### config.mk
export PLATFORM = sky130hd
export DESIGN_NAME = command_line_tokenizer
export DESIGN_NICKNAME = d
export VERILOG_FILES = /design/src/hdl/clt_pkg.sv /design/src/hdl/clt_core.sv /design/src/hdl/clt_queue.sv /design/src/hdl/command_line_tokenizer.sv
export SDC_FILE = /design/constraint.sdc
export NUM_CORES = 1
export LEC_CHECK = 0
export BUFFER_PORTS_ARGS = -buffer_cell sky130_fd_sc_hd__buf_2
export CAP_MARGIN = 0
export CORE_MARGIN = 1.5
export CORE_UTILIZATION = 40
export CTS_BUF_LIST = sky130_fd_sc_hd__clkbuf_8 sky130_fd_sc_hd__clkbuf_16
export CTS_CLUSTER_DIAMETER = 150
export DETAILED_ROUTE_END_ITERATION = 6
export GPL_TIMING_DRIVEN = 0
export RECOVER_POWER = 50
export SYNTH_ARGS = -nofsm -noshare
export SYNTH_HDL_FRONTEND = slang
export SYNTH_SLANG_ARGS = --single-unit
export TNS_END_PERCENT = 10
### constraint.sdc
create_clock -name clk -period 8.9 [get_ports clk]
set_clock_uncertainty 0.05 [all_clocks]
set_input_delay 0.89 -clock clk [delete_from_list [all_inputs] [get_ports clk]]
set_output_delay 0.89 -clock clk [all_outputs]
set_load 0.01 [all_outputs]
### src/hdl/clt_pkg.sv
`default_nettype none

package clt_pkg;

	// Default limit on tokens per line.
	localparam int MAX_TOKENS_DEF = 32;

	// Depth of the result queue; it must take two results while holding two.
	localparam int QUEUE_DEPTH = 4;

	// Result kinds.
	localparam logic [1:0] KIND_CHAR  = 2'd0;
	localparam logic [1:0] KIND_END   = 2'd1;
	localparam logic [1:0] KIND_ERROR = 2'd2;

	// Quote modes.
	localparam logic [1:0] QM_NONE   = 2'd0;
	localparam logic [1:0] QM_SINGLE = 2'd1;
	localparam logic [1:0] QM_DOUBLE = 2'd2;

	// Marker bytes written into the token stream.
	localparam logic [7:0] QUOTE_MARK  = 8'h1F;
	localparam logic [7:0] DOLLAR_MARK = 8'h01;

	// Bytes the tokenizer reacts to.
	localparam logic [7:0] CH_SPACE   = 8'h20;
	localparam logic [7:0] CH_TAB     = 8'h09;
	localparam logic [7:0] CH_CR      = 8'h0D;
	localparam logic [7:0] CH_SQUOTE  = 8'h27;
	localparam logic [7:0] CH_DQUOTE  = 8'h22;
	localparam logic [7:0] CH_BSLASH  = 8'h5C;
	localparam logic [7:0] CH_DOLLAR  = 8'h24;

	// One input word: a byte of the command line.
	typedef struct packed {
		logic [7:0] char_in;
		logic       line_end;
	} item_t;

	// One result word.
	typedef struct packed {
		logic [7:0] char_out;
		logic [1:0] kind;
		logic [4:0] token_index;
		logic       last;
	} result_t;

	// Results produced by one accepted byte, in order.
	typedef struct packed {
		logic [1:0] count;
		result_t    r0;
		result_t    r1;
	} step_res_t;

endpackage

`default_nettype wire

### src/hdl/clt_core.sv
`default_nettype none

module clt_core import clt_pkg::*; #(
	parameter int MAX_TOKENS = MAX_TOKENS_DEF
) (
	input  wire logic      clk,
	input  wire logic      arst_n,
	input  wire logic      fire,
	input  wire item_t     item,
	output step_res_t      res
);

	localparam int CW = (MAX_TOKENS > 1) ? $clog2(MAX_TOKENS) : 1;
	localparam int EW = (CW > 5) ? CW : 5;
	localparam logic [CW-1:0] CNT_LAST = CW'(MAX_TOKENS - 1);

	logic [1:0]    quote_q;
	logic          esc_q;
	logic          skip_q;
	logic [CW-1:0] cnt_q;
	logic          err_q;

	logic [1:0]    quote_d;
	logic          esc_d;
	logic          skip_d;
	logic [CW-1:0] cnt_d;
	logic          err_d;
	step_res_t     res_d;

	// Next state and results for the byte on the input.
	always_comb begin
		logic [7:0]    c;
		logic          is_ws;
		logic          has_p;
		logic          has_s;
		logic          raised;
		result_t       p;
		result_t       s;
		logic [EW-1:0] idx_now;
		logic [EW-1:0] idx_next;

		c        = item.char_in;
		is_ws    = (c == CH_SPACE) || ((c >= CH_TAB) && (c <= CH_CR));
		quote_d  = quote_q;
		esc_d    = esc_q;
		skip_d   = skip_q;
		cnt_d    = cnt_q;
		err_d    = err_q;
		has_p    = 1'b0;
		has_s    = 1'b0;
		raised   = 1'b0;
		idx_now  = EW'(cnt_q);
		p        = '{char_out: 8'h00, kind: KIND_CHAR, token_index: idx_now[4:0],
			last: 1'b0};
		s        = '{char_out: 8'h00, kind: KIND_END, token_index: idx_now[4:0],
			last: 1'b1};

		if (!err_q) begin
			priority if (esc_q) begin
				esc_d      = 1'b0;
				skip_d     = 1'b0;
				has_p      = 1'b1;
				p.char_out = (c == CH_DOLLAR) ? DOLLAR_MARK : c;
			end else if (((quote_q == QM_SINGLE) && (c == CH_SQUOTE)) ||
				((quote_q == QM_DOUBLE) && (c == CH_DQUOTE))) begin
				quote_d    = QM_NONE;
				has_p      = 1'b1;
				p.char_out = QUOTE_MARK;
			end else if (is_ws && (quote_q == QM_NONE)) begin
				// Unquoted whitespace closes the token once.
				if (!skip_q) begin
					has_p  = 1'b1;
					p.kind = KIND_END;
					cnt_d  = cnt_q + 1'b1;
					if (cnt_q == CNT_LAST) begin
						raised = 1'b1;
						err_d  = 1'b1;
					end else begin
						skip_d = 1'b1;
					end
				end
			end else if ((c == CH_BSLASH) && !item.line_end) begin
				esc_d  = 1'b1;
				skip_d = 1'b0;
			end else if ((c == CH_SQUOTE) && (quote_q == QM_NONE)) begin
				quote_d    = QM_SINGLE;
				skip_d     = 1'b0;
				has_p      = 1'b1;
				p.char_out = QUOTE_MARK;
			end else if ((c == CH_DQUOTE) && (quote_q == QM_NONE)) begin
				quote_d    = QM_DOUBLE;
				skip_d     = 1'b0;
				has_p      = 1'b1;
				p.char_out = QUOTE_MARK;
			end else begin
				skip_d     = 1'b0;
				has_p      = 1'b1;
				p.char_out = c;
			end

			// The error follows the token end; otherwise the line end closes
			// the current token.
			idx_next = EW'(cnt_d);
			if (raised) begin
				has_s  = 1'b1;
				s.kind = KIND_ERROR;
			end else if (item.line_end) begin
				has_s         = 1'b1;
				s.token_index = idx_next[4:0];
			end
		end else begin
			idx_next = idx_now;
		end

		// A line end always returns the state to reset.
		if (item.line_end) begin
			quote_d = QM_NONE;
			esc_d   = 1'b0;
			skip_d  = 1'b0;
			cnt_d   = '0;
			err_d   = 1'b0;
		end

		// Pack the results in order.
		if (has_p) begin
			res_d.r0    = p;
			res_d.r1    = s;
			res_d.count = {has_s, ~has_s};
		end else begin
			res_d.r0    = s;
			res_d.r1    = s;
			res_d.count = {1'b0, has_s};
		end
	end

	// Results go to the queue only for an accepted word.
	always_comb begin
		res       = res_d;
		res.count = fire ? res_d.count : 2'd0;
	end

	// Tokenizer state.
	always_ff @(posedge clk or negedge arst_n) begin
		if (!arst_n) begin
			quote_q <= QM_NONE;
			esc_q   <= 1'b0;
			skip_q  <= 1'b0;
			cnt_q   <= '0;
			err_q   <= 1'b0;
		end else if (fire) begin
			quote_q <= quote_d;
			esc_q   <= esc_d;
			skip_q  <= skip_d;
			cnt_q   <= cnt_d;
			err_q   <= err_d;
		end
	end

endmodule

`default_nettype wire

### src/hdl/clt_queue.sv
`default_nettype none

module clt_queue import clt_pkg::*; (
	input  wire logic      clk,
	input  wire logic      arst_n,
	input  wire step_res_t push,
	input  wire logic      pop,
	output result_t        head,
	output logic           not_empty,
	output logic           room
);

	localparam int PW = $clog2(QUEUE_DEPTH);

	result_t       mem_q [QUEUE_DEPTH];
	logic [PW-1:0] wp_q;
	logic [PW-1:0] rp_q;
	logic [PW:0]   fill_q;

	// Room for two more results, the most one word can produce.
	assign room      = (fill_q <= (PW+1)'(QUEUE_DEPTH - 2));
	assign not_empty = (fill_q != '0);
	assign head      = mem_q[rp_q];

	// Result storage.
	always_ff @(posedge clk) begin
		if (push.count != 2'd0) begin
			mem_q[wp_q] <= push.r0;
		end
		if (push.count == 2'd2) begin
			mem_q[PW'(wp_q + 1'b1)] <= push.r1;
		end
	end

	// Pointers and fill level.
	always_ff @(posedge clk or negedge arst_n) begin
		if (!arst_n) begin
			wp_q   <= '0;
			rp_q   <= '0;
			fill_q <= '0;
		end else begin
			wp_q   <= PW'(wp_q + PW'(push.count));
			rp_q   <= PW'(rp_q + PW'(pop));
			fill_q <= fill_q + (PW+1)'(push.count) - (PW+1)'(pop);
		end
	end

endmodule

`default_nettype wire

### src/hdl/command_line_tokenizer.sv
// Results: each result word is written into the result queue and offered from its head.
// Throughput: one byte per cycle while each byte gives at most one result and the
// output is not stalled; a byte that gives two results (any result followed by the
// line-end token end, or a token end plus the error) sends them out one at a time,
// through the single read port of the four-entry result queue.
// Reset: arst_n clears the tokenizer state and empties the result queue.
`default_nettype none

module command_line_tokenizer import clt_pkg::*; #(
	parameter int MAX_TOKENS = MAX_TOKENS_DEF
) (
	input  wire logic    clk,
	input  wire logic    arst_n,
	input  wire logic    item_valid,
	output logic         item_ready,
	input  wire item_t   item,
	output logic         result_valid,
	input  wire logic    result_ready,
	output result_t      result
);

	logic      fire;
	logic      room;
	step_res_t res;

	// A byte is taken whenever the queue can hold both possible results.
	assign item_ready = room;
	assign fire       = item_valid && room;

	// Per-byte tokenizer logic and state.
	clt_core #(
		.MAX_TOKENS(MAX_TOKENS)
	) u_core (
		.clk    (clk),
		.arst_n (arst_n),
		.fire   (fire),
		.item   (item),
		.res    (res)
	);

	// Result queue decouples the output side.
	clt_queue u_queue (
		.clk       (clk),
		.arst_n    (arst_n),
		.push      (res),
		.pop       (result_valid && result_ready),
		.head      (result),
		.not_empty (result_valid),
		.room      (room)
	);

endmodule

`default_nettype wire

=== Word level (Yosys, flattened, before mapping) ===
Memories as Yosys holds them, arrays and structs flattened.
Index checks and enable logic that the tools add are counted.

* Equal/unequal tests: 14
* Muxes and demuxes: 66
* Add/sub/neg operators: 6
* Magnitude comparators: 3
* Reduce and logical (&&, ||, !) cells: 19
* Bitwise logic cells: 1

{| class="wikitable"
|+ Operator list
! kind !! number
|-
| $mux 8 || 7
|-
| $mux 5 || 8
|-
| $mux 1 || 36
|-
| $mux 34 || 1
|-
| $eq 8x6->1 const B || 4
|-
| $mux 2 || 12
|-
| $mux 10 || 1
|-
| $logic_and 1x1->1 || 9
|-
| $ne 3x2->1 const B || 3
|-
| $eq 8x7->1 const B || 1
|-
| $ge 8x4->1 const B || 1
|-
| $le 8x4->1 const B || 1
|-
| $mux 7 || 1
|-
| $reduce_and 6->1 || 1
|-
| $add 5x1->5 const B || 1
|-
| $eq 5x5->1 const B || 1
|-
| $eq 2x2->1 const B || 2
|-
| $ne 2x2->1 const B || 2
|-
| $reduce_bool 4->1 || 1
|-
| $add 3x2->3 || 1
|-
| $le 3x2->1 const B || 1
|-
| $reduce_and 3->1 || 1
|-
| $reduce_bool 3->1 || 1
|-
| $sub 3x1->3 || 1
|-
| other kinds (10) || 11
|}

* Logic and storage cells: 118
* Flip-flop bits (word level): 17
* Bits in writable memories: 64
* Bits of input ports: 13
* Memories kept: 1
* Output and inout port bits: 18

{| class="wikitable"
|+ Memories
! memory !! words !! width !! rd ports !! clocked after memory_dff !! write ports !! RTL line !! RTL
|-
| u_queue.mem_q || 4 || 16 || 1 || 0 || 2 || clt_queue.sv:15 || <nowiki>result_t mem_q [QUEUE_DEPTH];</nowiki>
|}

=== Logic depth before layout (Yosys ltp) ===
Gate-level depths: netlist of the first run.

* Depth in word-level cells: 16
* Depth in mapped cells: 15
* Depth with buffers taken out: 12

=== Modules after synthesis ===
Synthesis of the first run repeated with hierarchy kept, for this count alone.

* Cells, all modules: 349
* Area, all modules: 4762.1 um2

{| class="wikitable"
|+ By module, submodules not included
! module !! cells each !! sequential area each (um2) !! area an instance (um2) !! times used
|-
| clt_queue || 194 || 2097.0 || 3595.9 || 1
|-
| clt_core || 153 || 250.2 || 1153.6 || 1
|-
| command_line_tokenizer || 2 || 0.0 || 12.5 || 1
|}

=== Worst setup path before layout of the first run ===
Ideal clock, no wire load.

* Path kind: input to register
* From: input item[6] in the netlist's numbering
* To: memory u_queue.mem_q[2][1] in the netlist's numbering, enable pin
* Stages on the path: 12
* Arrival time: 3.568 ns
* Path slack: 4.959 ns
* Required time: 8.526 ns
* Buffers on the path: 3
* Library setup time: 0.324 ns
* Path through: buf_6 > nand2b_1 > or3_1 > buf_6 > o22ai_4 > o22ai_2 > buf_6 > ha_1 > nand3b_1 > nor4_1 > nor2_1 > inv_1

{| class="wikitable"
|+ RTL lines
! element !! RTL line !! RTL
|-
| from (decl) || command_line_tokenizer.sv:16 || <nowiki>input wire item_t item,</nowiki>
|-
| to (decl) || clt_queue.sv:15 ||
|}

==> reports/metrics.cfg, run 1 <==
[synth]
synth_top_family_by_area = compound AO/OA/AOI/OAI gates
ys_async_sr_fraction = 0.210
synthSimpleGateAreaFrac = 0.161
synth_area_sq_mm = 0.00436
synth_cells = 405
avgSynthCellArea_sq_um = 10.8
ys_seq_elements = 81
syn-num-nets = 427
synth-adder-area-share = 0.0275
synth_cell_types = 72
ys.flop_type = dfxtp_1
synth_compound_area_frac = 0.212
synth-seq-area-share = 0.456
yosysWarnings = 0
synth-xor-area-share = 0.0100
synth_mux_area_frac = 0.0927
synth-edff-count = 28

[clock_network]
clockBufferDepth = 2
cts.hold.buffers_added = 0
numCtsBuffers = 9
postCtsResizedCells = 0
cts_tree = yes
h-tree-depth = 3
root_buffer = clkbuf_8
path_clk_slew_ns = 0.09
cts_setup_buffers = 0
clk_latency_ns = 0.36
cts_sinks = 81

[worst_setup_path]
worstReg2RegEnd = u_queue.mem_q[1][5]$_DFFE_PP_
r2r_slack_ns = 4.12
r2r_start = u_core.esc_q$_DFFE_PN0P_
worstSetupEndpoint = u_queue.mem_q[1][5]$_DFFE_PP_
worstSetupPathType = input port to flop
reg2reg_depth = 12
cp.required_ns = 8.88
start_kind = input port
cp.arrival_ns = 5.19
cp-end-kind = flop
cp_max_fo = 10
cp-startpoint = item[3]

[power_and_ir_drop]
p_leak_nw = 1.82
powerDensity_mw_per_mm2 = 281
ir_drop_mv = 0.0988

[flow_run]
drv_cap = 1

[global_route]
grt_overflow = 0
gr-usage-all-layers = 0.214
antenna_found_initial = 0
grt_pass1_wl_um = 18500
grt_pass1_vias = 3401
grt_max_degree = 18

[timing]
rsz0062_at_grt = no
fmax_ghz = 0.192
fin_crit_ns = 5.21
period_share = 0.585
tns_ns = 0
slew_viol_final = 10
worstMarginPinSlew_ns = 1.63
finalHoldViolCount = 0
max-slew-margin-rel = -0.0982
setup_violations = 0

[routing]
ant_nets = 0
via_count = 3522
drc = 0
drtPass1Iterations = 5
via_per_inst = 6.02
drt-initial-drc-count = 268
wl_per_cell_um = 19.7
wl_um = 11500

[layout]
drive_gt1_frac = 0.147
area_delta_synth_final_pct = 10.9
nNetsFinal = 466
n_antenna_cell = 0
fin_cells = 585

[floorplan]
rows = 37
core_sq_mm = 0.0105
die_w_um = 107
dieArea_sq_mm = 0.0115
die_y_um = 107
start_util = 0.417
num_io_pins = 31

[place]
place_congestion = 0.873
dp.cells = 569
dp_hpwl_um = 8170
port_buffers = 28

[outcome]
violations = capacitance limit, slew limit
status = finished, violations left

[worst_hold_path]
min_path_type = flop to flop

-- registers in the layout, summed over array words and instances (netlist names) --
register / count
u_core.err_q: 1
u_queue.rp_q: 2
u_queue.mem_q: 64
u_queue.fill_q: 3
u_core.cnt_q: 5
u_core.quote_q: 2
u_queue.wp_q: 2
u_core.esc_q: 1
u_core.skip_q: 1
-- synthesized netlist by cell type (all sizes together), types with 2 or more instances --
| cell type | count | area, sq um |
|---|---|---|
| dfxtp | 36 | 721 |
| nand2 | 35 | 131 |
| nor2 | 34 | 128 |
| edfxtp | 28 | 841 |
| o21ai | 27 | 139 |
| a32o | 22 | 220 |
| inv | 18 | 67.6 |
| dfrtp | 17 | 425 |
| mux4 | 16 | 360 |
| nand3 | 16 | 80.1 |
| buf | 13 | 82.6 |
| a21oi | 12 | 60.1 |
| a22o | 8 | 70.1 |
| clkbuf | 8 | 30.0 |
| ha | 8 | 100 |
| a31oi | 7 | 43.8 |
| nor3 | 6 | 35.0 |
| a211o | 5 | 43.8 |
| nor4 | 5 | 43.8 |
| o211ai | 5 | 42.5 |
| o31ai | 5 | 37.5 |
| a211oi | 4 | 47.5 |
| a2bb2oi | 4 | 35.0 |
| nand2b | 4 | 25.0 |
| nor4b | 4 | 41.3 |
| or3 | 4 | 25.0 |
| a32oi | 3 | 26.3 |
| and2 | 3 | 18.8 |
| mux2 | 3 | 33.8 |
| nand4 | 3 | 18.8 |
| nor3b | 3 | 22.5 |
| xnor2 | 3 | 26.3 |
| a21o | 2 | 15.0 |
| a31o | 2 | 17.5 |
| and3 | 2 | 12.5 |
| and3b | 2 | 17.5 |
| and4 | 2 | 17.5 |
| and4b | 2 | 20.0 |
| nor2b | 2 | 12.5 |
| o21bai | 2 | 18.8 |
| o22ai | 2 | 32.5 |
| or3b | 2 | 17.5 |
| xor2 | 2 | 17.5 |
-- placed cells by master (no fill, tap or decap), types with 4 or more instances in the layout --
cell type / count
o21ai_0: 26
edfxtp_1: 28
o211ai_1: 4
a22o_1: 8
a21oi_1: 12
buf_2: 13
a31oi_1: 7
nand2b_1: 4
a211o_1: 5
nor2_1: 34
ha_1: 8
dfrtp_1: 17
nor3_1: 6
dfxtp_1: 36
clkbuf_8: 9
inv_1: 18
mux4_2: 16
nand3_1: 16
a32o_1: 22
clkbuf_1: 30
nand2_1: 35
o31ai_1: 5
or3_1: 4
a2bb2oi_1: 4
nor4b_1: 4
-- power by group --
part	internal [mW]	switching (mW)
Combinational	0.233	0.283
Sequential	0.501	0.0569
Clock	0.139	0.147
Total	0.873	0.487
-- routing by layer --
metal / track usage / wire [um] / vias up
met5: 0 / 0 / -
met1: 0.300 / 5310 / 1739
met2: 0.328 / 5330 / 109
met4: 0.0742 / 227 / 0
li1: - / - / 1658
met3: 0.0460 / 637 / 16
-- worst min path at each step --
stage,from,slack (ns),end,depth (start not counted)
after floorplan,u_queue.mem_q[2][14]$_SDFFE_PP0P_,0.37,u_queue.mem_q[2][14]$_SDFFE_PP0P_,2
after global placement,u_queue.mem_q[1][14]$_SDFFE_PP0P_,0.38,u_queue.mem_q[1][14]$_SDFFE_PP0P_,2
after detailed placement,u_queue.mem_q[3][13]$_SDFFE_PP0P_,0.39,u_queue.mem_q[3][13]$_SDFFE_PP0P_,2
after CTS,arst_n,0.40,u_core.cnt_q[3]$_DFFE_PN0P_,1
after global routing,u_queue.mem_q[3][9]$_SDFFE_PP0P_,0.43,u_queue.mem_q[3][9]$_SDFFE_PP0P_,1
final,u_queue.mem_q[1][15]$_SDFFE_PP0P_,0.41,u_queue.mem_q[1][15]$_SDFFE_PP0P_,2
-- stage by stage --
step | setup slack (ns) | util | total power, mW | hold WS (ns) | area, sq um
global route | 3.30 | 0.462 | 1.45 | 0.435 | 4840
finish | 3.69 | 0.462 | 1.36 | 0.410 | 4840
global placement | 3.72 | 0.447 | 1.09 | 0.380 | 4670
floorplan | 4.96 | - | 0.938 | 0.370 | 4360
detailed placement | 3.71 | 0.447 | 1.10 | 0.392 | 4680
CTS | 4.11 | 0.467 | 1.39 | 0.398 | 4890
-- logic make-up (layout without fill, tap and decap cells) --
family                   Yosys count  in the layout
adder cells (fa/ha/maj)            9              9
buffers and inverters             39             83
flip-flops                        81             81
XOR/XNOR                           5              5
multiplexers                      20             20
AND/OR/NAND/NOR                  133            133
AO/OA/AOI/OAI                    118            118
-- layout make-up --
cell class | instances | area (sq um)
Multi-Input combinational cell | 285 | 2170
Clock inverter | 5 | 40.0
Fill cell | 1043 | 5630
Inverter | 18 | 67.6
Buffer | 21 | 109
Tap cell | 136 | 170
Sequential cell | 81 | 1990
Clock buffer | 11 | 174
Timing Repair Buffer | 28 | 118
-- critical path, cell delays in order --
cell	delay, ns
buf_2	0.10
clkbuf_1	0.20
nor4b_1	0.61
o21bai_2	0.21
a21oi_1	0.25
clkbuf_1	0.43
a21oi_1	0.13
nor2_1	0.12
ha_1	0.27
o21ai_0	0.17
nor4_2	0.89
nor2_1	0.47
inv_1	0.44
No activity file was read; power rests on OpenSTA's default activity.
==> run 2, diff against run 1 <==
ABC_AREA = 1   (was unset)
clock period = 4.7 ns   (was 8.9 ns; I/O delays follow)
==> reports/metrics.cfg, run 2 <==
[outcome]
status = finished, final reports clean

[routing]
drc = 0
ant_nets = 0
wl_per_cell_um = 15.4
via_per_inst = 5.23
wl_um = 11700
drtPass1Iterations = 5
via_count = 3994
drt-initial-drc-count = 313

[timing]
tns_ns = 0
fin_crit_ns = 3.63
rsz0062_at_grt = no
fmax_ghz = 0.275
slew_viol_final = 0
worstMarginPinSlew_ns = 1.01
whs_ns = 0.399
finalHoldViolCount = 0
max-slew-margin-rel = 0.325
setup_violations = 0
period_share = 0.773

[layout]
layout_commonest_cell = nand2_1
nNetsFinal = 640
fin_util = 0.454
drive_gt1_frac = 0.109
area_delta_synth_final_pct = 11.0
top_register = u_queue.mem_q
largestRegisters = u_queue.mem_q: 64 flops, u_core.cnt_q: 5 flops, u_queue.fill_q: 3 flops
largest_reg_flops = 64
layout_common_cells = nand2_1 (175), nor2_1 (58), o21ai_0 (49)
design_area_sq_mm = 0.00490
n_fill_cell = 1115
n_antenna_cell = 0

[power_and_ir_drop]
swShare = 0.436
power_mw = 2.84
power_frac_comb = 0.422
p_sw_mw = 1.24
pwr-share-seq = 0.394
powerDensity_mw_per_mm2 = 580
power_frac_clock = 0.185
intPower_mw = 1.60
ir_drop_mv = 0.249
p_leak_nw = 2.29

[floorplan]
start_util = 0.409
die_w_um = 108
rows = 38
dieArea_sq_mm = 0.0117
core_sq_mm = 0.0108
num_io_pins = 31
die_y_um = 108

[global_route]
grt_overflow = 0
antenna_found_initial = 0
gr-usage-all-layers = 0.216
grt_max_degree = 18
grt_pass1_wl_um = 19100
grt_pass1_vias = 3763

[synth]
avgSynthCellArea_sq_um = 7.65
synth-xor-area-share = 0.00993
synth-adder-area-share = 0.0272
synthSimpleGateAreaFrac = 0.322
ys_async_sr_fraction = 0.210
yosysTopAreaCellShare = 0.191
yosysWarnings = 0
synth_compound_area_frac = 0.132
syn-num-nets = 598
synth_mux_area_frac = 0
yosys-top-cells-area = edfxtp_1 (19%), dfxtp_1 (16%), nand2_1 (15%)
synth_area_sq_mm = 0.00441
synth_cell_types = 34
synth-seq-area-share = 0.451
ys.flop_type = dfxtp_1
synth-edff-count = 28
yosysMostFrequentCell = nand2_1
ys_seq_elements = 81
synth_cells = 576
synth_top_family_by_area = simple AND/OR/NAND/NOR gates
synth_commonest_cells = nand2_1 (174), nor2_1 (57), o21ai_0 (45)
synth_top_cell_by_area = edfxtp_1

[worst_setup_path]
cp-startpoint = u_core.cnt_q[2]$_DFFE_PN0P_
critPathMaxStageDelay_ns = 0.56
cp.arrival_ns = 3.81
worstSetupEndpoint = u_queue.mem_q[3][8]$_SDFFE_PP0P_
start_kind = flop
cpMostUsedCell = nand2_1
worstReg2RegEnd = u_queue.mem_q[3][8]$_SDFFE_PP0P_
r2r_slack_ns = 1.07
r2r_start = u_core.cnt_q[2]$_DFFE_PN0P_
path_cells = clkbuf_1, nand2_1, nor2_1, ha_1, inv_1, nor2_1, nand4_1, a21oi_1, ha_1, inv_1, a21oi_1, nand2_1, nand2_1, inv_2, nand2_1, o21ai_0
cp_max_fo = 10
cp-end-kind = flop
cp_slowest_cell = nand2_1
reg2reg_depth = 16
worstSetupPathType = flop to flop
cp.required_ns = 4.88

[clock_network]
path_clk_slew_ns = 0.09
cts_setup_buffers = 0
cts.hold.buffers_added = 1
root_buffer = clkbuf_8
clockBufferDepth = 2
h-tree-depth = 3
clk_latency_ns = 0.36
cts_sinks = 81
numCtsBuffers = 9
cts_tree = yes
postCtsResizedCells = 0

[place]
postPlaceCellArea_sq_mm = 0.00473
port_buffers = 30
dp_hpwl_um = 8440
place_congestion = 0.798

[worst_hold_path]
min_path_type = input port to flop

[flow_run]
drv_cap = 0

[run 2: power groups by stage]
stage	clock network, mW	registers, mW	logic, mW
2_1_floorplan	0	1.08	0.851
3_3_place_gp	0	1.12	1.21
3_5_place_dp	0	1.13	1.23
4_1_cts	0.527	1.12	1.24
5_1_grt	0.557	1.15	1.35
6_report	0.524	1.12	1.20
[run 2: layout make-up]
class	count	area, sq um	share of cell area
flip-flops and latches	81	1990	0.406
plain buffers	13	51.3	0.0105
well taps	140	175	0.0358
clock inverters	7	76.3	0.0156
clock buffers	9	124	0.0253
multi-input cells	427	2140	0.437
inverters	55	206	0.0422
repair buffers	31	138	0.0281
[run 2: critical path: cells and delay by family, from the launching register on]
family	cells	cell delay, ns
simple gates	7	1.61
buf+inv	4	0.68
compound gates	3	0.54
flops	1	0.33
fa+ha+maj	2	0.29
[run 2: logic make-up after synthesis]
| kind of cell | Yosys count |
|---|---|
| and+or+nand+nor | 310 |
| AOI/OAI and AO/OA | 103 |
| DFF | 81 |
| buffers and inverters | 68 |
| adders and majority gates | 9 |
| xor gates and xnor gates | 5 |
[run 2: per-layer routing]
metal  global-route usage  vias up  share of wire
met1                0.273     1887           0.44
met2                0.374      103           0.48
met3               0.0446       18          0.057
met5                    0        -              0
li1                     -     1986              -
met4               0.0592        0          0.018
[run 2: how the worst min path moves through the flow]
stage | start | endpoint | slack, ns | depth (start not counted)
final | item[2] | u_queue.mem_q[2][9]$_SDFFE_PP0P_ | 0.40 | 3
after global routing | item[2] | u_queue.mem_q[0][9]$_SDFFE_PP0P_ | 0.40 | 3
after CTS | item[2] | u_queue.mem_q[2][9]$_SDFFE_PP0P_ | 0.39 | 3
after detailed placement | arst_n | u_core.cnt_q[2]$_DFFE_PN0P_ | 0.38 | 1
after global placement | arst_n | u_core.cnt_q[2]$_DFFE_PN0P_ | 0.38 | 1
after floorplan | arst_n | u_core.cnt_q[0]$_DFFE_PN0P_ | 0.12 | 0
[run 2: through the flow]
stage / cells / worst slack, ns
2_1_floorplan: 576 / 1.89
6_report: 763 / 1.07
5_1_grt: 763 / 0.777
3_3_place_gp: 746 / 1.08
4_1_cts: 763 / 1.21
3_5_place_dp: 746 / 0.977
==> run 3, diff against run 2 <==
clock period = 3.3 ns   (was 4.7 ns; I/O delays follow)
==> reports/metrics.cfg, run 3 (synthesized netlist as in run 2, its figures left out) <==
[floorplan]
die_y_um = 108
core_sq_mm = 0.0108
dieArea_sq_mm = 0.0117
die_w_um = 108
start_util = 0.409
rows = 38
num_io_pins = 31

[routing]
drc = 0
via_per_inst = 5.26
ant_nets = 0
drtPass1Iterations = 5
via_count = 4005
wl_um = 11800
wl_per_cell_um = 15.5
drt-initial-drc-count = 304

[worst_setup_path]
worstSetupPathType = flop to flop
start_kind = flop
cp-startpoint = u_core.cnt_q[3]$_DFFE_PN0P_
cp-end-kind = flop
r2r_slack_ns = 0.23
reg2reg_depth = 14
cp_max_fo = 10
cp.required_ns = 3.37
worstSetupEndpoint = u_queue.mem_q[1][5]$_DFFE_PP_
r2r_start = u_core.cnt_q[3]$_DFFE_PN0P_
worstReg2RegEnd = u_queue.mem_q[1][5]$_DFFE_PP_
cp.arrival_ns = 3.14

[global_route]
antenna_found_initial = 0
grt_pass1_wl_um = 19000
grt_pass1_vias = 3758
gr-usage-all-layers = 0.216
grt_max_degree = 18
grt_overflow = 0

[layout]
nNetsFinal = 639
drive_gt1_frac = 0.124
n_fill_cell = 1108
area_delta_synth_final_pct = 11.7
layout_common_cells = nand2_1 (170), nor2_1 (58), o21ai_0 (47)
largestRegisters = u_queue.mem_q: 64 flops, u_core.cnt_q: 5 flops, u_queue.fill_q: 3 flops
n_antenna_cell = 0
ff_latch_area_sq_mm = 0.00199
multiInputGateArea_sq_mm = 0.00217
largest_reg_flops = 64
layout_commonest_cell = nand2_1
top_register = u_queue.mem_q

[timing]
whs_ns = 0.265
fin_crit_ns = 3.07
setup_violations = 0
slew_viol_final = 0
tns_ns = 0
max-slew-margin-rel = 0.316
fmax_ghz = 0.326
period_share = 0.930
finalHoldViolCount = 0
rsz0062_at_grt = no
worstMarginPinSlew_ns = 1.03

[flow_run]
drv_cap = 0

[power_and_ir_drop]
powerDensity_mw_per_mm2 = 825
ir_drop_mv = 0.373
p_leak_nw = 2.29

[clock_network]
path_clk_slew_ns = 0.09
root_buffer = clkbuf_8
numCtsBuffers = 9
clockBufferDepth = 2
clk_latency_ns = 0.36
cts_setup_buffers = 0
h-tree-depth = 3
cts_sinks = 81
cts_tree = yes

[place]
place_congestion = 0.798
port_buffers = 30
dp_hpwl_um = 8440

[outcome]
status = finished, final reports clean

[worst_hold_path]
min_path_type = input port to flop

==> run 3: changes by cell type in the layout (fill, tap and decap cells not counted), moves of 2 or more <==
| cell | before | now |
|---|---|---|
| o21ai_0 | 49 | 47 |
| nand2_4 | 6 | 8 |
| nand2_1 | 175 | 170 |
| nand2_2 | 6 | 9 |
==> run 3: area by class of cell <==
| type | count | area share |
|---|---|---|
| Clock buffer | 9 | 0.0251 |
| Timing Repair Buffer | 31 | 0.0279 |
| Tap cell | 140 | 0.0356 |
| Inverter | 55 | 0.0419 |
| Buffer | 12 | 0.00965 |
| Sequential cell | 81 | 0.403 |
| Multi-Input combinational cell | 427 | 0.441 |
| Clock inverter | 7 | 0.0155 |
==> run 3: how the worst min path moves through the flow <==
stage	end	slack (ns)	depth (start not counted)	startpoint
2_1_floorplan	u_core.cnt_q[0]$_DFFE_PN0P_	-0.02	0	arst_n
3_3_place_gp	u_core.cnt_q[2]$_DFFE_PN0P_	0.24	1	arst_n
3_5_place_dp	u_core.cnt_q[2]$_DFFE_PN0P_	0.24	1	arst_n
4_1_cts	u_queue.mem_q[2][9]$_SDFFE_PP0P_	0.25	3	item[2]
5_1_grt	u_queue.mem_q[0][9]$_SDFFE_PP0P_	0.26	3	item[2]
6_report	u_queue.mem_q[2][9]$_SDFFE_PP0P_	0.26	3	item[2]
==> run 3: what timing repair did <==
action | 4_1_cts | 5_1_grt
gates resized for setup | 5 | 4
hold buffers | 1 | 0
setup endpoints to repair | 40 | 75
hold endpoints to repair | 17 | 0
==> run 3: worst max-delay path: stages, from the launching register on <==
cell     delay [ns]
dfrtp_1        0.48
inv_1          0.18
nor2_1         0.14
ha_1           0.15
inv_1          0.06
nor2_1         0.14
nand4_2        0.17
a21oi_1        0.17
ha_1           0.24
inv_1          0.12
a21oi_2        0.11
nand2_1        0.36
inv_1          0.27
nand2_1        0.12
nand2_1        0.06
==> run 3: per-layer routing <==
metal  vias to the layer above  wire length, um  global-route usage
li1                       1984                -                   -
met1                      1890             5190               0.272
met2                       123             5720               0.375
met3                         8              779              0.0446
met4                         0              118              0.0592
met5                         -                0                   0
==> run 3: power by group <==
group	total (mW)	internal, mW	switching (mW)
sequential	1.61	1.37	0.234
clock	0.748	0.356	0.392
combinational	1.71	0.557	1.15
total	4.06	2.29	1.78
==> run 3: stage by stage <==
step | util | power (mW) | setup WS [ns] | instance area (sq um) | std cells
final | 0.457 | 4.06 | 0.232 | 4930 | 762
after CTS | 0.460 | 4.12 | 0.0466 | 4960 | 763
after global routing | 0.457 | 4.37 | 0.0109 | 4930 | 762
after detailed placement | 0.439 | 3.37 | -0.283 | 4730 | 746
after global placement | 0.439 | 3.31 | -0.184 | 4730 | 746
after floorplan | - | 2.75 | 0.503 | 4410 | 576
